File: config.mk
export PLATFORM = sky130hd
export DESIGN_NAME = wav_header_parser_flat
export DESIGN_NICKNAME = d
export VERILOG_FILES = /design/src/sv/wavhp_pkg.sv /design/src/sv/wavhp_if.sv /design/src/sv/wav_header_parser.sv /design/src/sv/wavhp_div.sv /design/src/flat_wrapper.sv
export SDC_FILE = /design/constraint.sdc
export NUM_CORES = 2
export LEC_CHECK = 0
export BUFFER_PORTS_ARGS = -buffer_cell sky130_fd_sc_hd__buf_2
export CORE_MARGIN = 4
export CORE_UTILIZATION = 44
export CTS_CLUSTER_DIAMETER = 30
export CTS_CLUSTER_SIZE = 25
export DETAILED_ROUTE_END_ITERATION = 10
export PLACE_DENSITY = 0.67
export SLEW_MARGIN = 20
export SYNTH_ARGS = -nofsm -noshare
export SYNTH_HDL_FRONTEND = slang
export SYNTH_SLANG_ARGS = --single-unit
File: constraint.sdc
create_clock -name clk_i -period 4.8 [get_ports clk_i]
set_clock_uncertainty 0.15 [all_clocks]
set_input_delay 0.48 -clock clk_i [delete_from_list [all_inputs] [get_ports clk_i]]
set_output_delay 0.48 -clock clk_i [all_outputs]
set_load 0.02 [all_outputs]
File: src/sv/wavhp_pkg.sv
// Package for the WAV header parser: parse phases, tags, GUID tables.
// No dependencies.
`default_nettype none
package wavhp_pkg;

  typedef enum logic [2:0] {
    PH_RIFF, PH_RLEN, PH_WAVE, PH_CTAG, PH_CLEN, PH_BODY, PH_DONE, PH_FAIL
  } phase_e;

  typedef enum logic [2:0] {
    SQ_IDLE, SQ_DIV1, SQ_DIV2, SQ_DIV3, SQ_DIV4, SQ_OUT
  } seq_e;

  localparam logic [31:0] TagRiff = 32'h46464952;
  localparam logic [31:0] TagWave = 32'h45564157;
  localparam logic [31:0] TagFmt  = 32'h20746d66;
  localparam logic [31:0] TagData = 32'h61746164;
  localparam logic [31:0] TagBext = 32'h74786562;
  localparam logic [31:0] TagSmpl = 32'h6c706d73;
  localparam logic [15:0] FmtPcm   = 16'h0001;
  localparam logic [15:0] FmtFloat = 16'h0003;
  localparam logic [15:0] FmtExt   = 16'hfffe;

  localparam logic [1:0] StOpened = 2'd0;
  localparam logic [1:0] StNoRiff = 2'd1;
  localparam logic [1:0] StNoWave = 2'd2;
  localparam logic [1:0] StNoRate = 2'd3;

  function automatic logic [7:0] pcm_guid(input logic [3:0] i);
    case (i)
      4'd0: pcm_guid = 8'h01;
      4'd6: pcm_guid = 8'h10;
      4'd8: pcm_guid = 8'h80;
      4'd11: pcm_guid = 8'haa;
      4'd13: pcm_guid = 8'h38;
      4'd14: pcm_guid = 8'h9b;
      4'd15: pcm_guid = 8'h71;
      default: pcm_guid = 8'h00;
    endcase
  endfunction

  function automatic logic [7:0] ambi_guid(input logic [3:0] i);
    case (i)
      4'd0: ambi_guid = 8'h01;
      4'd4: ambi_guid = 8'h21;
      4'd5: ambi_guid = 8'h07;
      4'd6: ambi_guid = 8'hd3;
      4'd7: ambi_guid = 8'h11;
      4'd8: ambi_guid = 8'h86;
      4'd9: ambi_guid = 8'h44;
      4'd10: ambi_guid = 8'hc8;
      4'd11: ambi_guid = 8'hc1;
      4'd12: ambi_guid = 8'hca;
      default: ambi_guid = 8'h00;
    endcase
  endfunction

endpackage
`default_nettype wire

File: src/sv/wavhp_if.sv
// Stream channel interfaces for the WAV header parser.
// Depends on nothing; payload fields follow the block's byte and result items.
`default_nettype none
interface wavhp_in_if;
  logic       valid;
  logic       ready;
  logic [7:0] file_byte;
  logic       final_byte;
  modport source (output valid, file_byte, final_byte, input ready);
  modport sink (input valid, file_byte, final_byte, output ready);
endinterface

interface wavhp_out_if;
  logic        valid;
  logic        ready;
  logic [1:0]  status;
  logic [31:0] sample_rate;
  logic [15:0] channel_count;
  logic [31:0] frame_bytes;
  logic [31:0] sample_bits;
  logic        float_samples;
  logic [32:0] data_offset;
  logic [31:0] data_bytes;
  logic [31:0] frame_count;
  modport source (output valid, status, sample_rate, channel_count, frame_bytes,
                  sample_bits, float_samples, data_offset, data_bytes, frame_count,
                  input ready);
  modport sink (input valid, status, sample_rate, channel_count, frame_bytes,
                sample_bits, float_samples, data_offset, data_bytes, frame_count,
                output ready);
endinterface
`default_nettype wire

File: src/sv/wav_header_parser.sv
// Top level of the WAV header parser: byte-serial chunk walker plus divide sequencer.
// Depends on wavhp_pkg, wavhp_if and wavhp_div.
//
//   channel  | role | payload
//   in_ch    | sink | file_byte[7:0], final_byte
//   out_ch   | src  | status, rates, counts, data offset and length
//
// One byte is taken per cycle while the sequencer is idle. After the byte marked final,
// four divisions run in sequence on the shared one-bit-per-step divider, then the result
// waits in the output register until taken; input ready stays low meanwhile.
// Reset is asynchronous and active low, and clears all parse state.
`default_nettype none
module wav_header_parser (
  input  wire logic clk_i,
  input  wire logic rst_ni,
  wavhp_in_if.sink    in_ch,
  wavhp_out_if.source out_ch
);
  wavhp_pkg::phase_e phase_q, phase_d;
  wavhp_pkg::seq_e   seq_q, seq_d;
  logic [33:0] pos_q, pos_d, rend_q, rend_d, cend_q, cend_d, dstart_q, dstart_d;
  logic [31:0] tag_q, tag_d;
  logic [5:0]  fsh_q, fsh_d;
  logic [15:0] fcode_q, fcode_d, chan_q, chan_d;
  logic [31:0] rate_q, rate_d, brate_q, brate_d, dlen_q, dlen_d;
  logic [63:0] rad_q, rad_d;
  logic        sup_q, sup_d, flt_q, flt_d;
  logic [1:0]  gm_q, gm_d, err_q, err_d;
  logic [31:0] q_q, q_d, dq_q, dq_d;
  logic [31:0] sbits_q, sbits_d, fcnt_q, fcnt_d;
  logic        ovalid_q, ovalid_d;

  logic        div_start, div_done;
  logic [31:0] div_a, div_b, div_q;

  logic        acc;
  logic [7:0]  b;
  logic [33:0] nxt, span, lenw, shifted;
  logic [4:0]  sh;
  logic [31:0] len;
  logic [5:0]  off;
  logic [15:0] fc_new;
  logic        known;

  wavhp_div u_div (
    .clk_i, .rst_ni,
    .start_i(div_start), .dividend_i(div_a), .divisor_i(div_b),
    .done_o(div_done), .quot_o(div_q)
  );

  assign in_ch.ready = (seq_q == wavhp_pkg::SQ_IDLE);
  assign acc = in_ch.valid && in_ch.ready;
  assign b   = in_ch.file_byte;
  assign nxt = pos_q + 34'd1;
  assign sh  = {fsh_q[1:0], 3'b000};
  assign shifted = {26'd0, b} << sh;

  always_comb begin
    phase_d = phase_q; pos_d = pos_q; rend_d = rend_q; cend_d = cend_q;
    dstart_d = dstart_q; tag_d = tag_q; fsh_d = fsh_q; fcode_d = fcode_q;
    chan_d = chan_q; rate_d = rate_q; brate_d = brate_q; dlen_d = dlen_q;
    rad_d = rad_q; sup_d = sup_q; flt_d = flt_q; gm_d = gm_q; err_d = err_q;
    len = cend_q[31:0]; lenw = 34'd0; span = 34'd0; off = fsh_q; fc_new = fcode_q;
    known = 1'b0;
    if (acc) begin
      pos_d = nxt;
      case (phase_q)
        wavhp_pkg::PH_RIFF, wavhp_pkg::PH_WAVE, wavhp_pkg::PH_CTAG: begin
          tag_d = tag_q | shifted[31:0];
          fsh_d = fsh_q + 6'd1;
          if (fsh_q[1:0] == 2'd3) begin
            fsh_d = 6'd0;
            if (phase_q == wavhp_pkg::PH_CTAG) begin
              phase_d = wavhp_pkg::PH_CLEN;
              cend_d  = 34'd0;
            end else if (phase_q == wavhp_pkg::PH_RIFF) begin
              if (tag_d == wavhp_pkg::TagRiff) begin
                phase_d = wavhp_pkg::PH_RLEN;
                rend_d  = 34'd0;
              end else begin
                err_d = wavhp_pkg::StNoRiff; phase_d = wavhp_pkg::PH_FAIL;
              end
            end else if (tag_d == wavhp_pkg::TagWave) begin
              tag_d = 32'd0;
              phase_d = (nxt < rend_q) ? wavhp_pkg::PH_CTAG : wavhp_pkg::PH_DONE;
            end else begin
              err_d = wavhp_pkg::StNoWave; phase_d = wavhp_pkg::PH_FAIL;
            end
          end
        end
        wavhp_pkg::PH_RLEN: begin
          rend_d = rend_q | shifted;
          fsh_d  = fsh_q + 6'd1;
          if (fsh_q[1:0] == 2'd3) begin
            rend_d = nxt + rend_d;
            fsh_d = 6'd0; tag_d = 32'd0; phase_d = wavhp_pkg::PH_WAVE;
          end
        end
        wavhp_pkg::PH_CLEN: begin
          cend_d = cend_q | shifted;
          fsh_d  = fsh_q + 6'd1;
          if (fsh_q[1:0] == 2'd3) begin
            len   = cend_d[31:0];
            lenw  = {2'b00, len};
            span  = lenw + {33'd0, len[0]};
            known = tag_q == wavhp_pkg::TagFmt || tag_q == wavhp_pkg::TagData ||
                    tag_q == wavhp_pkg::TagBext || tag_q == wavhp_pkg::TagSmpl;
            cend_d = nxt + span;
            fsh_d  = 6'd0;
            if (tag_q == wavhp_pkg::TagFmt) begin
              fcode_d = 16'd0; chan_d = 16'd0; rate_d = 32'd0; brate_d = 32'd0;
              sup_d = 1'b0; gm_d = 2'b11;
            end else if (tag_q == wavhp_pkg::TagData) begin
              dlen_d = len; dstart_d = nxt;
              rad_d = sup_q ? {brate_q, rate_q} : 64'd0;
            end
            if (span == 34'd0) begin
              if (known) begin
                tag_d = 32'd0;
                phase_d = (nxt < rend_q) ? wavhp_pkg::PH_CTAG : wavhp_pkg::PH_DONE;
              end else begin
                phase_d = wavhp_pkg::PH_DONE;
              end
            end else begin
              phase_d = wavhp_pkg::PH_BODY;
            end
          end
        end
        wavhp_pkg::PH_BODY: begin
          if (tag_q == wavhp_pkg::TagFmt) begin
            if (off < 6'd2) begin
              fc_new = fcode_q | (off[0] ? {b, 8'h00} : {8'h00, b});
              fcode_d = fc_new;
              if (off == 6'd1 && fc_new == wavhp_pkg::FmtFloat) flt_d = 1'b1;
            end else if (off < 6'd4) begin
              chan_d = chan_q | (off[0] ? {b, 8'h00} : {8'h00, b});
            end else if (off < 6'd8) begin
              rate_d = rate_q | shifted[31:0];
            end else if (off < 6'd12) begin
              brate_d = brate_q | shifted[31:0];
            end
            if (off == 6'd15)
              sup_d = (fcode_q == wavhp_pkg::FmtPcm || fcode_q == wavhp_pkg::FmtFloat);
            if (off >= 6'd24 && off < 6'd40) begin
              if (b != wavhp_pkg::pcm_guid(off[3:0] + 4'd8)) gm_d[0] = 1'b0;
              if (b != wavhp_pkg::ambi_guid(off[3:0] + 4'd8)) gm_d[1] = 1'b0;
              if (off == 6'd39 && fcode_q == wavhp_pkg::FmtExt && gm_d != 2'b00)
                sup_d = 1'b1;
            end
          end
          if (fsh_q < 6'd40) fsh_d = fsh_q + 6'd1;
          if (nxt == cend_q) begin
            fsh_d = 6'd0; tag_d = 32'd0;
            phase_d = (nxt < rend_q) ? wavhp_pkg::PH_CTAG : wavhp_pkg::PH_DONE;
          end
        end
        default: begin
        end
      endcase
    end
  end

  // Division order: q, 8q/channels, data divisor, frame count.
  always_comb begin
    seq_d = seq_q; ovalid_d = ovalid_q;
    q_d = q_q; dq_d = dq_q; sbits_d = sbits_q; fcnt_d = fcnt_q;
    div_start = 1'b0; div_a = brate_q; div_b = rate_q;
    case (seq_q)
      wavhp_pkg::SQ_IDLE: begin
        if (acc && in_ch.final_byte) begin
          seq_d = wavhp_pkg::SQ_DIV1;
          div_start = 1'b1;
          div_a = brate_d; div_b = rate_d;
        end
      end
      wavhp_pkg::SQ_DIV1: begin
        div_a = {div_q[28:0], 3'b000}; div_b = {16'd0, chan_q};
        if (div_done) begin
          q_d = div_q; div_start = 1'b1; seq_d = wavhp_pkg::SQ_DIV2;
        end
      end
      wavhp_pkg::SQ_DIV2: begin
        div_a = rad_q[63:32]; div_b = rad_q[31:0];
        if (div_done) begin
          sbits_d = div_q; div_start = 1'b1; seq_d = wavhp_pkg::SQ_DIV3;
        end
      end
      wavhp_pkg::SQ_DIV3: begin
        div_a = dlen_q; div_b = div_q;
        if (div_done) begin
          dq_d = div_q; div_start = 1'b1; seq_d = wavhp_pkg::SQ_DIV4;
        end
      end
      wavhp_pkg::SQ_DIV4: begin
        if (div_done) begin
          fcnt_d = div_q; ovalid_d = 1'b1; seq_d = wavhp_pkg::SQ_OUT;
        end
      end
      wavhp_pkg::SQ_OUT: begin
        if (out_ch.ready) begin
          ovalid_d = 1'b0; seq_d = wavhp_pkg::SQ_IDLE;
        end
      end
      default: seq_d = wavhp_pkg::SQ_IDLE;
    endcase
  end

  // Parse state clears once the result is taken, ready for a new file.
  always_ff @(posedge clk_i or negedge rst_ni) begin
    if (!rst_ni) begin
      phase_q <= wavhp_pkg::PH_RIFF; seq_q <= wavhp_pkg::SQ_IDLE; ovalid_q <= 1'b0;
      pos_q <= '0; rend_q <= '0; cend_q <= '0; dstart_q <= '0; tag_q <= '0;
      fsh_q <= '0; fcode_q <= '0; chan_q <= '0; rate_q <= '0; brate_q <= '0;
      dlen_q <= '0; rad_q <= '0; sup_q <= 1'b0; flt_q <= 1'b0; gm_q <= 2'b11;
      err_q <= '0;
    end else begin
      seq_q <= seq_d; ovalid_q <= ovalid_d;
      if (seq_q == wavhp_pkg::SQ_OUT && out_ch.ready) begin
        phase_q <= wavhp_pkg::PH_RIFF;
        pos_q <= '0; rend_q <= '0; cend_q <= '0; dstart_q <= '0; tag_q <= '0;
        fsh_q <= '0; fcode_q <= '0; chan_q <= '0; rate_q <= '0; brate_q <= '0;
        dlen_q <= '0; rad_q <= '0; sup_q <= 1'b0; flt_q <= 1'b0; gm_q <= 2'b11;
        err_q <= '0;
      end else begin
        phase_q <= phase_d; pos_q <= pos_d; rend_q <= rend_d; cend_q <= cend_d;
        dstart_q <= dstart_d; tag_q <= tag_d; fsh_q <= fsh_d; fcode_q <= fcode_d;
        chan_q <= chan_d; rate_q <= rate_d; brate_q <= brate_d; dlen_q <= dlen_d;
        rad_q <= rad_d; sup_q <= sup_d; flt_q <= flt_d; gm_q <= gm_d; err_q <= err_d;
      end
    end
  end

  always_ff @(posedge clk_i) begin
    q_q <= q_d; dq_q <= dq_d; sbits_q <= sbits_d; fcnt_q <= fcnt_d;
  end

  assign out_ch.valid         = ovalid_q;
  assign out_ch.status        = (err_q != wavhp_pkg::StOpened) ? err_q :
                                ((rate_q == 32'd0) ? wavhp_pkg::StNoRate
                                                   : wavhp_pkg::StOpened);
  assign out_ch.sample_rate   = rate_q;
  assign out_ch.channel_count = chan_q;
  assign out_ch.frame_bytes   = sup_q ? q_q : 32'd0;
  assign out_ch.sample_bits   = sbits_q;
  assign out_ch.float_samples = flt_q;
  assign out_ch.data_offset   = dstart_q[32:0];
  assign out_ch.data_bytes    = dlen_q;
  assign out_ch.frame_count   = fcnt_q + {31'd0, dq_q[0] & 1'b0};
endmodule
`default_nettype wire

File: src/sv/wavhp_div.sv
// Shared 32-bit restoring divider, one quotient bit per cycle.
// Depends on nothing; a zero divisor yields a zero quotient.
`default_nettype none
module wavhp_div (
  input  wire logic        clk_i,
  input  wire logic        rst_ni,
  input  wire logic        start_i,
  input  wire logic [31:0] dividend_i,
  input  wire logic [31:0] divisor_i,
  output logic             done_o,
  output logic [31:0]      quot_o
);
  logic        busy_q, busy_d;
  logic [4:0]  cnt_q, cnt_d;
  logic [31:0] quo_q, quo_d;
  logic [31:0] rem_q, rem_d;
  logic [31:0] dvs_q, dvs_d;
  logic        zero_q, zero_d;
  logic        done_q, done_d;
  logic [32:0] trial;

  always_comb begin
    busy_d = busy_q;
    cnt_d  = cnt_q;
    quo_d  = quo_q;
    rem_d  = rem_q;
    dvs_d  = dvs_q;
    zero_d = zero_q;
    done_d = 1'b0;
    trial  = {rem_q, quo_q[31]} - {1'b0, dvs_q};
    if (start_i) begin
      busy_d = 1'b1;
      cnt_d  = 5'd0;
      quo_d  = dividend_i;
      rem_d  = 32'd0;
      dvs_d  = divisor_i;
      zero_d = (divisor_i == 32'd0);
    end else if (busy_q) begin
      if (!trial[32]) begin
        rem_d = trial[31:0];
        quo_d = {quo_q[30:0], 1'b1};
      end else begin
        rem_d = {rem_q[30:0], quo_q[31]};
        quo_d = {quo_q[30:0], 1'b0};
      end
      cnt_d = cnt_q + 5'd1;
      if (cnt_q == 5'd31) begin
        busy_d = 1'b0;
        done_d = 1'b1;
      end
    end
  end

  always_ff @(posedge clk_i or negedge rst_ni) begin
    if (!rst_ni) begin
      busy_q <= 1'b0;
      done_q <= 1'b0;
      cnt_q  <= 5'd0;
    end else begin
      busy_q <= busy_d;
      done_q <= done_d;
      cnt_q  <= cnt_d;
    end
  end

  always_ff @(posedge clk_i) begin
    quo_q  <= quo_d;
    rem_q  <= rem_d;
    dvs_q  <= dvs_d;
    zero_q <= zero_d;
  end

  assign done_o = done_q;
  assign quot_o = zero_q ? 32'd0 : quo_q;
endmodule
`default_nettype wire
File: src/flat_wrapper.sv
// flat-port wrapper written by rule: the top's interface ports become plain ports
module wav_header_parser_flat 
  (clk_i, rst_ni, in_ch_valid, in_ch_file_byte, in_ch_final_byte, in_ch_ready, out_ch_valid, out_ch_status, out_ch_sample_rate, out_ch_channel_count, out_ch_frame_bytes, out_ch_sample_bits, out_ch_float_samples, out_ch_data_offset, out_ch_data_bytes, out_ch_frame_count, out_ch_ready);
  wavhp_in_if in_ch_i ();
  wavhp_out_if out_ch_i ();
  input  wire logic clk_i;
  input  wire logic rst_ni;
  input wire logic [$bits(in_ch_i.valid)-1:0] in_ch_valid;
  input wire logic [$bits(in_ch_i.file_byte)-1:0] in_ch_file_byte;
  input wire logic [$bits(in_ch_i.final_byte)-1:0] in_ch_final_byte;
  output wire logic [$bits(in_ch_i.ready)-1:0] in_ch_ready;
  output wire logic [$bits(out_ch_i.valid)-1:0] out_ch_valid;
  output wire logic [$bits(out_ch_i.status)-1:0] out_ch_status;
  output wire logic [$bits(out_ch_i.sample_rate)-1:0] out_ch_sample_rate;
  output wire logic [$bits(out_ch_i.channel_count)-1:0] out_ch_channel_count;
  output wire logic [$bits(out_ch_i.frame_bytes)-1:0] out_ch_frame_bytes;
  output wire logic [$bits(out_ch_i.sample_bits)-1:0] out_ch_sample_bits;
  output wire logic [$bits(out_ch_i.float_samples)-1:0] out_ch_float_samples;
  output wire logic [$bits(out_ch_i.data_offset)-1:0] out_ch_data_offset;
  output wire logic [$bits(out_ch_i.data_bytes)-1:0] out_ch_data_bytes;
  output wire logic [$bits(out_ch_i.frame_count)-1:0] out_ch_frame_count;
  input wire logic [$bits(out_ch_i.ready)-1:0] out_ch_ready;
  assign in_ch_i.valid = in_ch_valid;
  assign in_ch_i.file_byte = in_ch_file_byte;
  assign in_ch_i.final_byte = in_ch_final_byte;
  assign in_ch_ready = in_ch_i.ready;
  assign out_ch_valid = out_ch_i.valid;
  assign out_ch_status = out_ch_i.status;
  assign out_ch_sample_rate = out_ch_i.sample_rate;
  assign out_ch_channel_count = out_ch_i.channel_count;
  assign out_ch_frame_bytes = out_ch_i.frame_bytes;
  assign out_ch_sample_bits = out_ch_i.sample_bits;
  assign out_ch_float_samples = out_ch_i.float_samples;
  assign out_ch_data_offset = out_ch_i.data_offset;
  assign out_ch_data_bytes = out_ch_i.data_bytes;
  assign out_ch_frame_count = out_ch_i.frame_count;
  assign out_ch_i.ready = out_ch_ready;
  wav_header_parser u_core (.clk_i(clk_i), .rst_ni(rst_ni), .in_ch(in_ch_i), .out_ch(out_ch_i));
endmodule
==> impl_results.md <==
* Post-synth EDFFs at 161
* Yosys top cell by area: dfrtp_1
* RSZ-0062 raised after global routing: yes
* First-pass GRT wire length at 196.4 mm
* Clk_lat worst skew at 0.74 ns
* CP required at 5.21 ns
* Worst hold path class: in -> reg
* Crit Path Class: reg -> reg
* Residual DRC at 0
* FILL cells at 6971
* Violation count after the first detailed-route iteration at 3587
* Peak Freq at 211.3 MHz
* GRT overflow at 0
* Critical Path Sink Type: register
* Multi-input gate area at 18420 sq um
* Post-Syn Nets at 4039
* Slowest cell delay on critical path at 0.46 ns
* Antenna violations before repair at 3
* TritonRoute pass-1 iters at 6
* Die X at 289.2 microns
* Clk buf depth at 3
* Final setup TNS at 0 ns
* Worst hold margin at 0.2101 ns
* CP delay by family, top: compound AO/OA/AOI/OAI gates
* Total die area at 83650 sq um
* Pwr Total at 14.86 mW
* Worst slew margin at 35.41%
* YS warnings at 0
* Via count at 33237
* Layout cells sized above 1 at 19.08%
* Max cap viols at 0
* Starting Density at 44.63%
* Worst path cell trace: nor2_4 > and2_4 > nor2_4 > inv_1 > ha_4 > nand4bb_1 > a222oi_1 > buf_4 > nand3_4 > nor3_4 > xnor2_1 > ha_1 > a21o_1 > a21o_1 > a221o_1 > a21oi_2 > o211ai_1 > a21oi_2 > o22ai_1 > o21a_1 > o211ai_1 > o41a_1 > o21ai_1
* Ys flop type: dfrtp_1
* Flops & latches, synth at 578
* Final hold violations at 0
* Cell Rows at 102
* Yosys top cell area share at 27.54%
* CTS tree: yes
* Netlist Area Pre-Place at 34800 sq um
* Antenna-violating nets left at 0
* GPL Wtd Cong at 0.9983
* Post-synth ARST share at 66.61%
* Global-route usage over all layers at 30.94%
* Die height at 289.2 microns
* Status: finished, final reports clean
* Ports at 227
* Core area at 77980 sq um
* Minimum clock period at 4.733 ns
* Synth cell types at 90
* DR vias/cell at 6.093
* Syn_area_per_cell at 8.964 sq um
* Max stage delay cell, worst path: dfrtp_2
* Final number of max-transition violations at 0
* Layout net count at 4456
* Most common cell after layout, fill and taps aside: dfrtp_1
* R2R setup slack at 0.07 ns
* Sequential area share after synthesis at 43.43%
* Most area-consuming cells after synthesis: dfrtp_1 (28%), edfxtp_1 (14%), ha_1 (5.1%)
* Pwr/cell area at 339.6 nW/um^2
* Htree depth at 4
* PortBufs at 226
* Clock Tree Root: clkbuf_16
* Final period utilization at 98.61%
* Max VDD drop at 0.0003691 V
* Synth Instances at 3882
* Startpoint Class: register
* P_leak at 20.21 nW
* Routed WL per cell at 24.31 microns
* Vias in the first global route at 31381
* Largest net degree at the start of global routing at 94
* CP Max Fanout at 7
* Final setup fails at 0
* HPWL Detailed at 96.33 mm
* Worst Max-Slew Pin Slew at 0.9600 ns
* Num CTS Buffers at 140
* P&R area growth vs syn at 25.72%
* Clk pin slew, worst setup/hold paths at 0.05 ns
* Clock sink count at 578
* Sequential Area at 15120 sq um
* CP Buf/Inv Count at 2
* Most frequent cells in the layout: dfrtp_1 (377), nand2_1 (369), nor2_1 (354)
* Final WL at 132.6 mm
* Worst Path Arrival at 5.14 ns
[Yosys cell counts (70+ instances only)]
cell type	n
xor2_1	77
inv_1	141
nor3_1	139
o21ai_0	274
xnor2_1	124
edfxtp_1	161
nand2_1	370
ha_1	141
nor2_1	363
mux2i_1	71
a21oi_1	326
dfrtp_1	383
nand3_1	110
clkbuf_1	200
nor2b_1	70
a22o_1	84
[metrics by stage]
step                utilization [%]  instance area (sq um)  worst slack, ns  std cells
global placement              49.57                  38650          0.01353       5187
detailed placement            49.57                  38650         -0.02216       5187
finish                        56.11                  43750          0.06673       5455
floorplan                         -                  34880          -0.1869       3882
CTS                           55.84                  43540          0.03834       5444
global route                  56.10                  43740          -0.1125       5452
[cell type report]
cell class	instances	share of cell area [%]
multi-input combinational	2907	42.10
inverter	147	1.261
tap	1040	2.974
clock buffer	170	8.522
antenna	3	0.01716
sequential	578	34.56
timing repair buffer	525	7.968
clock inverter	85	2.597
[worst register-to-register path, cell delays in order (launching register included)]
cell and delay [ns]:
dfrtp_2 0.46, nor2_4 0.15, and2_4 0.17, nor2_4 0.03, inv_1 0.10, ha_4 0.16, nand4bb_1 0.10, a222oi_1 0.36
buf_4 0.22, nand3_4 0.14, nor3_4 0.15, xnor2_1 0.11, ha_1 0.35, a21o_1 0.17, a21o_1 0.15, a221o_1 0.35
a21oi_2 0.15, o211ai_1 0.15, a21oi_2 0.22, o22ai_1 0.11, o21a_1 0.22, o211ai_1 0.18, o41a_1 0.16, o21ai_1 0.05
[cells by family (layout without fill, tap and decap cells)]
kind of cell    Yosys count  count (layout)  synth area share, %
compound gates         1101            1101                20.09
xor+xnor                205             205                5.321
fa+ha+maj               144             144                5.242
buf+inv                 397             927                4.448
flops                   578             578                43.43
mux                      79              79                2.301
other cells               0               3                    0
simple gates           1378            1378                19.17
[repair_timing]
| item | 4_1_cts | 5_1_grt |
|---|---|---|
| cloned | 0 | 0 |
| endpoints found under the hold margin | 89 | 0 |
| resized for setup | 3 | 31 |
| pin swaps | 0 | 9 |
| buffers inserted | 0 | 8 |
| endpoints found under the setup margin | 4 | 48 |
| hold buffers | 2 | 0 |
[state kept, by name (all words and copies together), names as in the netlist, 33 cells and up]
name	flops
u_core.rad_q	64
u_core.cend_q	34
u_core.pos_q	34
u_core.rend_q	34
u_core.dstart_q	33
[final timing paths]
check	to	start	depth (start not counted)
max	u_core.cend_q[31]$_DFFE_PN0P_	u_core.fsh_q[1]$_DFFE_PN0P_	23
min	u_core.out_ch.channel_count[10]$_DFFE_PN0P_	in_ch_file_byte[2]	4
max reg2reg	u_core.cend_q[31]$_DFFE_PN0P_	u_core.fsh_q[1]$_DFFE_PN0P_	23
min reg2reg	u_core.rad_q[43]$_DFFE_PN0P_	u_core.brate_q[11]$_DFF_PN0_	1
max in group asynchronous	u_core.seq_q[0]$_DFFE_PN0P_	rst_ni	3
min in group asynchronous	u_core.pos_q[32]$_DFFE_PN0N_	rst_ni	2
[layer usage]
metal  GRT usage (%)  wire (microns)  up-vias
met2           45.51           56510     1911
met4           18.18            8532        4
li1                -               -    14934
met5               0              34        -
met1           41.72           53930    15990
met3           7.199           13590      398
[where the power goes]
part | internal (mW) | switching, mW | total, mW
Sequential | 5.05 | 0 | 5.05
Combinational | 0.0664 | 0.173 | 0.240
Clock | 6.32 | 3.25 | 9.57
(Power assumes the default switching activity.)
